## config.mk

```make
export PLATFORM = sky130hd
export DESIGN_NAME = x86_rotate_unit
export DESIGN_NICKNAME = d
export VERILOG_FILES = /design/src/hdl/xru_pkg.sv /design/src/hdl/xru_rotator.sv /design/src/hdl/x86_rotate_unit.sv
export SDC_FILE = /design/constraint.sdc
export NUM_CORES = 1
export LEC_CHECK = 0
export ABC_AREA = 1
export BUFFER_PORTS_ARGS = -buffer_cell sky130_fd_sc_hd__buf_2
export CAP_MARGIN = 20
export CELL_PAD_IN_SITES_DETAIL_PLACEMENT = 1
export CELL_PAD_IN_SITES_GLOBAL_PLACEMENT = 1
export CORE_MARGIN = 3
export CORE_UTILIZATION = 47
export CTS_BUF_LIST = sky130_fd_sc_hd__clkbuf_2 sky130_fd_sc_hd__clkbuf_4 sky130_fd_sc_hd__clkbuf_8
export DETAILED_ROUTE_END_ITERATION = 7
export PLACE_DENSITY_LB_ADDON = 0.05
export SLEW_MARGIN = 15
export SYNTH_ARGS = -nofsm -noshare
export SYNTH_HDL_FRONTEND = slang
export SYNTH_SLANG_ARGS = --single-unit
```

## constraint.sdc

```tcl
create_clock -name clk -period 14.45 [get_ports clk]
set_input_delay 2.1675 -clock clk [delete_from_list [all_inputs] [get_ports clk]]
set_output_delay 2.1675 -clock clk [all_outputs]
set_load 0.05 [all_outputs]
```

## src/hdl/xru_pkg.sv

```systemverilog
// ---------------------------------------------------------------------------
// xru_pkg
// Types, codes and helper functions for the x86 rotate unit.
// ---------------------------------------------------------------------------
`default_nettype none

package xru_pkg;

    // Rotate operation codes.
    typedef enum logic [1:0] {
        CMD_RCL = 2'd0,
        CMD_RCR = 2'd1,
        CMD_ROL = 2'd2,
        CMD_ROR = 2'd3
    } cmd_t;

    // Operand size codes.
    typedef enum logic [1:0] {
        SZ_8  = 2'd0,
        SZ_16 = 2'd1,
        SZ_32 = 2'd2,
        SZ_64 = 2'd3
    } size_t;

    localparam int unsigned DATA_W  = 64;
    localparam int unsigned COUNT_W = 8;

    // One rotate request as it travels to the datapath.
    typedef struct packed {
        cmd_t                cmd;
        size_t               size;
        logic [DATA_W-1:0]   operand;
        logic [COUNT_W-1:0]  count;
        logic                carry;
        logic                overflow;
    } rot_req_t;

    // One rotate outcome.
    typedef struct packed {
        logic [DATA_W-1:0] value;
        logic              carry;
        logic              overflow;
    } rot_rsp_t;

    // Operand width in bits for a size code.
    function automatic logic [6:0] size_width(input size_t sz);
        logic [6:0] w;
        case (sz)
            SZ_8:    w = 7'd8;
            SZ_16:   w = 7'd16;
            SZ_32:   w = 7'd32;
            default: w = 7'd64;
        endcase
        return w;
    endfunction

    // Mask covering the operand width.
    function automatic logic [DATA_W-1:0] size_mask(input size_t sz);
        logic [DATA_W-1:0] m;
        case (sz)
            SZ_8:    m = 64'h0000_0000_0000_00FF;
            SZ_16:   m = 64'h0000_0000_0000_FFFF;
            SZ_32:   m = 64'h0000_0000_FFFF_FFFF;
            default: m = 64'hFFFF_FFFF_FFFF_FFFF;
        endcase
        return m;
    endfunction

    // Most significant bit of the operand width.
    function automatic logic size_msb(input size_t sz, input logic [DATA_W-1:0] v);
        logic b;
        case (sz)
            SZ_8:    b = v[7];
            SZ_16:   b = v[15];
            SZ_32:   b = v[31];
            default: b = v[63];
        endcase
        return b;
    endfunction

    // Second most significant bit of the operand width.
    function automatic logic size_second(input size_t sz, input logic [DATA_W-1:0] v);
        logic b;
        case (sz)
            SZ_8:    b = v[6];
            SZ_16:   b = v[14];
            SZ_32:   b = v[30];
            default: b = v[62];
        endcase
        return b;
    endfunction

    // Count reduction for rotates through carry: modulo 9 or 17 on the
    // narrow sizes, where the masked count can exceed the ring length.
    function automatic logic [5:0] rc_reduce(input size_t sz, input logic [5:0] n);
        logic [5:0] r;
        case (sz)
            SZ_8:
            begin
                if (n >= 6'd27)
                    r = n - 6'd27;
                else if (n >= 6'd18)
                    r = n - 6'd18;
                else if (n >= 6'd9)
                    r = n - 6'd9;
                else
                    r = n;
            end
            SZ_16:
            begin
                if (n >= 6'd17)
                    r = n - 6'd17;
                else
                    r = n;
            end
            default: r = n;
        endcase
        return r;
    endfunction

endpackage

`default_nettype wire

```

## src/hdl/xru_rotator.sv

```systemverilog
// ---------------------------------------------------------------------------
// xru_rotator
// Combinational rotate datapath: one variable-length ring rotator serves
// all four operations, with the carry folded into the ring for RCL and RCR.
// ---------------------------------------------------------------------------
`default_nettype none

module xru_rotator (
    input  xru_pkg::rot_req_t req,
    output xru_pkg::rot_rsp_t rsp
);

    logic [6:0]  width;
    logic [63:0] wmask;
    logic [63:0] val;
    logic [5:0]  cnt_masked;
    logic [5:0]  cnt_mod;
    logic [5:0]  cnt_eff;
    logic        thru_carry;
    logic [6:0]  ring_len;
    logic [64:0] ring;
    logic [64:0] ring_mask;
    logic [6:0]  lamt;
    logic [64:0] rot;
    logic [63:0] rot_val;
    logic        msb_in;
    logic        msb_out;
    logic        second_out;
    logic        carry_new;
    logic        of_new;

    // Operand width, masking and count preparation.
    always_comb
    begin
        width      = xru_pkg::size_width(req.size);
        wmask      = xru_pkg::size_mask(req.size);
        val        = req.operand & wmask;
        cnt_masked = (req.size == xru_pkg::SZ_64) ? req.count[5:0]
                                                  : {1'b0, req.count[4:0]};
        cnt_mod    = cnt_masked & 6'(width - 7'd1);
        thru_carry = (req.cmd == xru_pkg::CMD_RCL) || (req.cmd == xru_pkg::CMD_RCR);
        cnt_eff    = thru_carry ? xru_pkg::rc_reduce(req.size, cnt_masked) : cnt_masked;
    end

    // Build the ring and express every operation as a left rotation.
    always_comb
    begin
        ring     = {1'b0, val};
        ring_len = width;
        if (thru_carry)
        begin
            ring     = ring | (65'(req.carry) << width);
            ring_len = width + 7'd1;
        end

        case (req.cmd)
            xru_pkg::CMD_RCL: lamt = {1'b0, cnt_eff};
            xru_pkg::CMD_RCR: lamt = (cnt_eff == 6'd0) ? 7'd0 : ring_len - {1'b0, cnt_eff};
            xru_pkg::CMD_ROL: lamt = {1'b0, cnt_mod};
            xru_pkg::CMD_ROR: lamt = (cnt_mod == 6'd0) ? 7'd0 : width - {1'b0, cnt_mod};
            default:          lamt = 7'd0;
        endcase

        ring_mask = (65'd1 << ring_len) - 65'd1;
        rot       = ((ring << lamt) | (ring >> (ring_len - lamt))) & ring_mask;
        rot_val   = rot[63:0] & wmask;
    end

    // Flag generation.
    always_comb
    begin
        msb_in     = xru_pkg::size_msb(req.size, val);
        msb_out    = xru_pkg::size_msb(req.size, rot_val);
        second_out = xru_pkg::size_second(req.size, rot_val);

        case (req.cmd)
            xru_pkg::CMD_RCL,
            xru_pkg::CMD_RCR: carry_new = rot[width];
            xru_pkg::CMD_ROL: carry_new = rot_val[0];
            default:          carry_new = msb_out;
        endcase

        of_new = 1'b0;
        if (cnt_eff == 6'd1)
        begin
            case (req.cmd)
                xru_pkg::CMD_RCL: of_new = msb_out ^ carry_new;
                xru_pkg::CMD_RCR: of_new = msb_in ^ req.carry;
                xru_pkg::CMD_ROL: of_new = msb_out ^ carry_new;
                default:          of_new = msb_out ^ second_out;
            endcase
        end
    end

    // A zero effective count leaves value and flags untouched.
    always_comb
    begin
        if (cnt_eff == 6'd0)
        begin
            rsp.value    = val;
            rsp.carry    = req.carry;
            rsp.overflow = req.overflow;
        end
        else
        begin
            rsp.value    = rot_val;
            rsp.carry    = carry_new;
            rsp.overflow = of_new;
        end
    end

endmodule

`default_nettype wire

```

## src/hdl/x86_rotate_unit.sv

```systemverilog
// ---------------------------------------------------------------------------
// x86_rotate_unit
// Executes one x86 RCL, RCR, ROL or ROR on an 8, 16, 32 or 64 bit operand.
// ---------------------------------------------------------------------------
//  Channel   | Signals                                          | Handshake
//  ----------+--------------------------------------------------+-------------------
//  request   | command size_code operand count carry_in         | start && !busy
//            | overflow_in                                      |
//  result    | result carry_out overflow_out                    | done, one cycle
//
// A request is taken in every cycle; busy is never raised.
// Each result passes through the input register, then through the
// single-pass rotator into the result register.
// The rotator is one ring shifter, so the rate is one request per clock.
// Reset clears the valid flags only; no request in flight survives it.
// The receiver cannot stall, so no result is ever held back.
// ---------------------------------------------------------------------------
`default_nettype none

module x86_rotate_unit (
    input  wire logic        clk,
    input  wire logic        rst_n,
    input  wire logic        start,
    output logic             busy,
    input  wire logic [1:0]  command,
    input  wire logic [1:0]  size_code,
    input  wire logic [63:0] operand,
    input  wire logic [7:0]  count,
    input  wire logic        carry_in,
    input  wire logic        overflow_in,
    output logic             done,
    output logic [63:0]      result,
    output logic             carry_out,
    output logic             overflow_out
);

    xru_pkg::rot_req_t req_reg;
    xru_pkg::rot_req_t req_next;
    logic              req_valid_reg;
    xru_pkg::rot_rsp_t rsp_reg;
    xru_pkg::rot_rsp_t rsp_next;
    logic              done_reg;

    // The datapath never blocks a new request.
    assign busy = 1'b0;

    // Pack the request ports.
    always_comb
    begin
        req_next.cmd      = xru_pkg::cmd_t'(command);
        req_next.size     = xru_pkg::size_t'(size_code);
        req_next.operand  = operand;
        req_next.count    = count;
        req_next.carry    = carry_in;
        req_next.overflow = overflow_in;
    end

    // Input register stage.
    always_ff @(posedge clk or negedge rst_n)
    begin
        if (!rst_n)
            req_valid_reg <= 1'b0;
        else
            req_valid_reg <= start && !busy;
    end

    always_ff @(posedge clk)
    begin
        if (start && !busy)
            req_reg <= req_next;
    end

    // Single-pass rotate datapath.
    xru_rotator u_rotator (
        .req (req_reg),
        .rsp (rsp_next)
    );

    // Result register stage.
    always_ff @(posedge clk or negedge rst_n)
    begin
        if (!rst_n)
            done_reg <= 1'b0;
        else
            done_reg <= req_valid_reg;
    end

    always_ff @(posedge clk)
    begin
        if (req_valid_reg)
            rsp_reg <= rsp_next;
    end

    assign done         = done_reg;
    assign result       = rsp_reg.value;
    assign carry_out    = rsp_reg.carry;
    assign overflow_out = rsp_reg.overflow;

endmodule

`default_nettype wire

```

* Word-level counts from Yosys, hierarchy flattened
Index checks and enable logic that the tools add are counted.
W data, S select, Z words.
** Storage, ports and cells
- Register bits after elaboration :: 144
- Input bits :: 81
- Output and inout bits :: 68
** Operators by class
- $add $sub $neg :: 10
- Order comparisons :: 5
- Equality and inequality tests :: 7
- Shifts and indexed selects :: 4
- Muxes and demuxes :: 23
- Bitwise operators :: 9
- Reductions and logical operators :: 7
** Operators by type and width (count)
- $pmux W64 S3 :: 1
- $and A64 B64 Y64 :: 2
- $mux W66 :: 1
- $and A65 B65 Y65 :: 1
- $mux W65 :: 1
- $or A64 B65 Y65 :: 1
- $or A65 B65 Y65 :: 1
- $shl A1 B7 Y65 :: 1
- $shl A1 B7 Y65 const A :: 1
- $shl A65 B7 Y65 :: 1
- $shr A65 B7 Y65 :: 1
- $sub A65 B1 Y65 const B :: 1
- $mux W6 :: 6
- $pmux W7 S4 :: 1
- $mux W7 :: 3
- $pmux W7 S3 :: 1
- $ge A6 B5 Y1 const B :: 3
- $sub A6 B5 Y6 const B :: 3
- $sub A7 B6 Y7 :: 2
- $logic_not A6 Y1 :: 2
- $pmux W6 S2 :: 1
- $pmux W1 S3 :: 3
- $eq A2 B2 Y1 const B :: 4
- $lt A7 B8 Y1 const B :: 1
- other kinds (15) :: 22

* Depth between registers and ports, before layout
Gate-level depths: netlist (run 1).
- Depth in word-level cells :: 22
- Depth in mapped cells :: 50

* By module
From an unflattened synthesis (run 1), not the netlist that was laid out.
** Unflattened totals
- Cells, all modules :: 2500
- Area, all modules :: 15432.3 µm²
** By module, submodules not included
- xru_rotator :: times used 1, cells each 2352, area an instance 11046.8 µm², sequential area each 0.0 µm²
- x86_rotate_unit :: times used 1, cells each 148, area an instance 4385.5 µm², sequential area each 4374.2 µm²

* Least setup slack after synthesis (run 1)
No wires, ideal clock.
- Kind :: register to register
- Start point :: register req_reg[3] (netlist name)
- End point :: register rsp_reg, in the netlist overflow_out, data pin
- Setup time :: 0.252 ns
- Arrival :: 5.127 ns
- Required time :: 14.198 ns
- Setup slack :: 9.070 ns
- Stages on the path, launching flop included :: 41
- Path buffers :: 4
- Period minus slack after synthesis :: 5.380 ns
- Cell sequence :: edfxtp_1 > inv_1 > ha_1 > nand2_1 > o21ai_2 > nand2_4 > o21ai_1 > o211ai_1 > nand2_1 > nand2_1 > a21oi_2 > inv_1 > ha_1 > nand3_1 > nand2_1 > nor2_1 > nor2_1 > nand2_1 > [... 5 more ...] > ha_1 > nand2_1 > inv_1 > a221oi_1 > o21ai_1 > xnor2_1 > buf_4 > nand3_1 > nand2_1 > a21oi_1 > nor2_1 > nand2_1 > nand2_1 > nand2_1 > nand3_1 > nand3_1 > nand2_1 > nand2_1
** RTL lines
- from (decl) :: RTL line x86_rotate_unit.sv:37 : xru_pkg::rot_req_t req_reg;
- from (signal assigned) :: RTL line x86_rotate_unit.sv:70 : req_reg <= req_next;
- to (signal assigned) :: RTL line x86_rotate_unit.sv:91 : rsp_reg <= rsp_next;
- to (decl) :: RTL line x86_rotate_unit.sv:40 : xru_pkg::rot_rsp_t rsp_reg;

==> results of run 1 <==
## power breakdown
| part | total (W) | leakage, nW | switching [W] | internal, W |
|---|---|---|---|---|
| logic | 0.00198 | 5.75 | 0.00148 | 0.000495 |
| clock network | 0.000320 | 0.176 | 0.000196 | 0.000124 |
| registers | 0.000553 | 1.40 | 0.0000274 | 0.000525 |
## through the flow
stage	instance area (um^2)	hold slack (ps)
floorplan	15400	494
global placement	15900	508
detailed placement	15900	516
CTS	16300	535
global route	16300	538
finish	16300	532
## final cells by class
cell class / count / area, um^2 / area share, %
Antenna cell: 1 / 2.50 / 0.0153
Tap cell: 435 / 544 / 3.34
Sequential cell: 144 / 4320 / 26.5
Multi-Input combinational cell: 1966 / 9430 / 57.8
Clock inverter: 15 / 124 / 0.760
Timing Repair Buffer: 175 / 983 / 6.03
Clock buffer: 17 / 234 / 1.43
Inverter: 179 / 676 / 4.14
## cell usage in the layout, fill, tap and decap left out, types with 4 or more instances in the layout
master / count
inv_2: 8
inv_1: 166
o21ai_0: 305
mux2i_1: 23
o221ai_1: 10
a32o_1: 4
ha_1: 16
nand2_4: 6
nand4_1: 12
a22oi_1: 14
edfxtp_1: 142
buf_2: 145
xor2_1: 5
nand3_2: 6
o211ai_1: 19
a21oi_1: 48
o21ai_1: 115
or2_2: 15
nand2_2: 14
nor2_1: 86
clkinv_1: 4
clkbuf_8: 17
nand3_1: 290
inv_6: 7
nor2_2: 8
a31oi_1: 16
o22ai_1: 47
buf_4: 28
nand2_1: 861
## worst paths after layout
kind | cells past startpoint | slack (ps) | from | end
max | 34 | 5590 | req_reg[75]$_DFFE_PP_ | overflow_out$_DFFE_PP_
min | 2 | 530 | req_reg[0]$_DFFE_PP_ | overflow_out$_DFFE_PP_
max reg2reg | 34 | 5590 | req_reg[75]$_DFFE_PP_ | overflow_out$_DFFE_PP_
min reg2reg | 2 | 530 | req_reg[0]$_DFFE_PP_ | overflow_out$_DFFE_PP_
max in group asynchronous | 1 | 12900 | rst_n | req_valid_reg$_DFF_PN0_
min in group asynchronous | 1 | 1440 | rst_n | req_valid_reg$_DFF_PN0_
## cells by family after synthesis
logic type / count (synthesis)
AOI/OAI and AO/OA: 597
xor gates and xnor gates: 7
adders and majority gates: 17
buffers and inverters: 361
DFF: 144
muxes: 23
other: 2
and+or+nand+nor: 1319
## synthesized netlist by cell type, drive strengths merged (4+ instances only)
master  number  area (um^2)
nor2        96          385
buf        127          768
a21oi       49          249
clkbuf      55          206
mux2i       23          230
ha          17          213
a31oi       16          100
or2         18          113
o211ai      21          168
edfxtp     142         4260
a32o         4         40.0
and2         4         25.0
nand2      881         3380
nand4       15          113
clkinv       5         20.0
o21ai      423         2130
o221ai      10         87.6
nand3      297         1530
xor2         5         43.8
o22ai       48          300
inv        174          656
a22oi       15          118
## routing by layer
| layer | GRT usage, % | up-vias |
|---|---|---|
| met1 | 57.2 | 9022 |
| met4 | 19.7 | 2 |
| met3 | 10.1 | 194 |
| met5 | 0 | - |
| met2 | 60.6 | 1178 |
| li1 | - | 8396 |
## critical path: cells and delay by family, from the launching register on
family | cells | cell delay, ps
compound gates | 2 | 1120
buf+inv | 9 | 2560
fa+ha+maj | 1 | 760
simple gates | 22 | 3730
flops | 1 | 340
==> summary.md, run 1 <==
| Metric | Value |
|---|---|
| Crit-path slowest cell | `ha_2` |
| RSZ-0062 raised after global routing | `false` |
| Max Cap Violations | `0` |
| Asr flop ratio synth | `1.39%` |
| Yosys warnings | `0` |
| Iter 0 DRT Violations | `2970` |
| Fill count | `4540` |
| Setup slack after layout | `5590 ps` |
| Compound-cell area share of the yosys netlist | `21.4%` |
| Final Util | `approximately half` |
| CTS tree | `built` |
| Die Span Y | `187 um` |
| Placer's final routability congestion estimate | `1.05` |
| Avg Inst Size Synth | `6.22 um^2` |
| EDFF count, synth | `142` |
| Placed Cells | `2897` |
| Core box area | `0.0319 mm^2` |
| Hpwl dp | `56800 um` |
| Routed vias | `18792` |
| Worst endpoint data arrival time | `9130 ps` |
| Area share of xor/xnor cells in the synthesized design | `0.399%` |
| Data required, critical path | `14720 ps` |
| Yosys reg bits | `144` |
| Leakage | `7.32 nW` |
| Crit-path max FO | `71` |
| PortBufs | `145` |
| Worst path most repeated cell | `nand2_1` |
| Outcome | `complete, no violations` |
| Setup repair bufs after CTS | `0` |
| DRC | `0` |
| Vias in the first global route | `17762` |
| Post-Synth Adder-Cell Area | `1.39%` |
| Highest Clock Rate | `0.113 GHz` |
| Setup crit start kind | `flop` |
| Pwr Density | `175 mW/mm^2` |
| Largest net degree at the start of global routing | `78` |
| Cell area after synthesis | `0.0154 mm^2` |
| Drt total wl | `74500 um` |
| Max Used Layer | `met5` |
| Non-filler instance count after layout | `2932` |
| Synth unique cells | `57` |
| Setup Viol. Count Final | `0` |
| Nets | `between 2000 and 3000` |
| VDD IR max | `0.113 mV` |
| Initial core utilization | `48.2%` |
| Met2 WL post-DR | `31300 um` |
| Clock latency on the worst-skew pair | `510 ps` |
| Total CTS buffers | `17` |
| Die area | `0.0349 mm^2` |
| Syn Inst Count | `between 2000 and 2500` |
| Root Buffer | `clkbuf_8` |
| Post-route clock skew | `25.3 ps` |
| Number of antenna violations at the first check in global routing | `4` |
| Tot Pwr | `0.00285 W` |
| Post-cts resize count | `0` |
| GRT Overall Usage | `41.3%` |
| Post-DRT Antenna Nets | `0` |
| Reg clk slew, reported paths | `100 ps` |
| Mux share of post-synthesis cell area | `1.50%` |
| Sequential element share of the synthesized area | `28.1%` |
| Top FF cell, synth | `edfxtp_1` |
| Final period utilization | `between 60% and 70%` |
| Max FFs per register | `76` |
| Vias per std cell | `6.41` |
| IO Pins | `149` |
| WL met1 | `30400 um` |
| Worst hold path class | `reg2reg` |
| Final Hold Fails | `0` |
| Die Width | `187 um` |
| Share of cells above drive strength 1 | `11.3%` |
| Fin. max-slew vios | `0` |
| Overflow after GRT | `0` |
| Synth-to-layout area growth | `6.20%` |
| First-pass GRT wire length | `110000 um` |
| Clock Path Buffers | `2` |
| Setup_tns | `0 ps` |
| Slew margin rel. | `23.6%` |
| Wirelength per Cell | `25.4 um` |
| Actual slew at the worst max-slew pin | `roughly 1100 ps` |
| Type of the worst setup path | `reg2reg` |
| Crit. End Element | `flop` |
| Crit-path max cell delay | `760 ps` |
| Combinational family with the most area after synthesis | `simple AND/OR/NAND/NOR gates` |
| Clock sink count | `144` |
| FP Rows | `65` |
| Met3 WL post-DR | `between 8000 and 9000 um` |
| CTS Hold Bufs | `0` |
| Tmin final | `8860 ps` |
| Total iterations of the first detailed-routing run | `5` |
| H-tree depth | `4` |
| Pre-CTS setup slack | `5950 ps` |
| Simple-gate share of the synthesized area | `36.4%` |
No activity file was read; power rests on OpenSTA's default activity.
==> inputs of run 2 (changes only) <==
CORE_UTILIZATION = 40   (was 47)
clock period = 8.15 ns   (was 14.45 ns; I/O delays follow)
==> run 2 against run 1 <==
Against the previous run:
- combinational power up 78%
- fmax grew 18%
- power is 81% higher
- register-to-register slack got worse by 5000 ps
==> summary.md, run 2 (same netlist as run 1, synthesis figures left out) <==
| Metric | Value |
|---|---|
| Hpwl dp | `58600 um` |
| First-pass GRT wire length | `111000 um` |
| Die Width | `about 200 um` |
| GRT Overall Usage | `36.2%` |
| Most common cell after layout, fill and taps aside | `nand2_1` |
| Outcome | `complete, no violations` |
| Final period utilization | `92.5%` |
| Logic pwr share | `68.3%` |
| IO Pins | `~150` |
| Setup_tns | `0 ps` |
| Drt total wl | `75900 um` |
| Post-cts resize count | `0` |
| Initial core utilization | `40.7%` |
| Nets | `between 2000 and 3000` |
| Iter 0 DRT Violations | `around 2300` |
| VDD IR max | `0.124 mV` |
| Type of the worst setup path | `reg2reg` |
| Data required, critical path | `between 8000 and 9000 ps` |
| Slew margin rel. | `14.8%` |
| Die area | `about 0.041 mm^2` |
| Leakage | `roughly 7.4 nW` |
| Reg clk slew, reported paths | `90 ps` |
| Post-DRT Antenna Nets | `0` |
| Max FFs per register | `76` |
| Crit-path max FO | `81` |
| Crit. End Element | `flop` |
| Pint | `0.00212 W` |
| Final Cell Area | `0.0165 mm^2` |
| Actual slew at the worst max-slew pin | `1260 ps` |
| Worst hold path class | `reg2reg` |
| Core box area | `0.0378 mm^2` |
| Placer's final routability congestion estimate | `1.03` |
| Overflow after GRT | `0` |
| Largest net degree at the start of global routing | `98` |
| Worst path most repeated cell | `nand2_1` |
| # diodes | `0` |
| Max Cap Violations | `0` |
| Setup repair bufs after CTS | `0` |
| Worst endpoint data arrival time | `7820 ps` |
| Wirelength per Cell | `25.2 um` |
| Placed cell area | `~0.016 mm^2` |
| Total iterations of the first detailed-routing run | `6` |
| H-tree depth | `4` |
| Clock sink count | `144` |
| Clock Path Buffers | `2` |
| Placed Cells | `2978` |
| Vias in the first global route | `17382` |
| Root Buffer | `clkbuf_8` |
| Vias per std cell | `~6` |
| Synth-to-layout area growth | `7.38%` |
| Final Hold Fails | `0` |
| PortBufs | `145` |
| CTS tree | `built` |
| Fin. max-slew vios | `0` |
| Total CTS buffers | `17` |
| Crit-path max cell delay | `slightly below 900 ps` |
| Number of antenna violations at the first check in global routing | `1` |
| Net switching power | `0.00305 W` |
| DRC | `0` |
| CTS Hold Bufs | `0` |
| FP Rows | `71` |
| Setup crit start kind | `flop` |
| Tot Pwr | `between 0.005 and 0.006 W` |
| Net Sw Frac | `59.0%` |
| Clock latency on the worst-skew pair | `around 550 ps` |
| Die Span Y | `202 um` |
| Tmin final | `7540 ps` |
| RSZ-0062 raised after global routing | `false` |
| Most frequent cells in the layout | `nand2_1, o21ai_0, nand3_1` |
| Worst hold slack | `394 ps` |
| Seq pwr share | `a little under a fifth` |
| Share of cells above drive strength 1 | `between 10 and 15%` |
| Crit-path slowest cell | `o21ai_0` |
| Post-route clock skew | `27.4 ps` |
| Setup Viol. Count Final | `0` |
| Pwr Density | `314 mW/mm^2` |
| Clk pwr share | `12.9%` |
| Non-filler instance count after layout | `approximately 3000` |
| Routed vias | `roughly 18000` |
| Highest Clock Rate | `0.133 GHz` |
[run 2: power by group through the flow]
stage                     clock (W)  sequential, W  combinational [W]
after floorplan                   0        0.00119            0.00215
after global placement            0       0.000989            0.00335
after detailed placement          0       0.000991            0.00340
after CTS                  0.000675       0.000975            0.00341
after global routing       0.000696       0.000981            0.00377
final                      0.000665       0.000974            0.00353
[run 2: final cells by class]
type	count	area (um^2)
clock buffers	18	241
inverters	179	676
flip-flops and latches	144	4320
fillers	5187	21300
clock inverters	14	180
repair buffers	179	1000
well taps	511	639
multi-input cells	1966	9430
[run 2: worst max-delay path, delay by kind of cell, from the launching register on]
| family | cells | cell delay, ps |
|---|---|---|
| AND/OR/NAND/NOR | 21 | 2740 |
| buffers and inverters | 4 | 1060 |
| flip-flops | 1 | 490 |
| adder cells (fa/ha/maj) | 2 | 720 |
| multiplexers | 1 | 180 |
| AO/OA/AOI/OAI | 8 | 1950 |
[run 2: worst paths after layout]
kind / from / endpoint / slack, ps / cells after the start
hold reg to reg: req_valid_reg$_DFF_PN0_ / done$_DFF_PN0_ / 390 / 0
setup / recovery: req_reg[3]$_DFFE_PP_ / overflow_out$_DFFE_PP_ / 610 / 36
setup reg to reg: req_reg[3]$_DFFE_PP_ / overflow_out$_DFFE_PP_ / 610 / 36
max in group asynchronous: rst_n / req_valid_reg$_DFF_PN0_ / 7590 / 1
min in group asynchronous: rst_n / done$_DFF_PN0_ / 450 / 1
hold / removal: req_valid_reg$_DFF_PN0_ / done$_DFF_PN0_ / 390 / 0
[run 2: stage by stage]
stage          setup WS (ps)  utilization (%)
3_5_place_dp             971             42.5
6_report                 613             43.7
4_1_cts                  851             43.6
3_3_place_gp             972             42.5
5_1_grt                  203             43.7
2_1_floorplan           2770                -
[run 2: metal layers]
| layer | global-route usage, % | part of all wire, % |
|---|---|---|
| met3 | 7.09 | 9.8 |
| met4 | 12.9 | 3.8 |
| met5 | 0 | 0 |
| met2 | 54.0 | 43 |
| met1 | 52.1 | 44 |
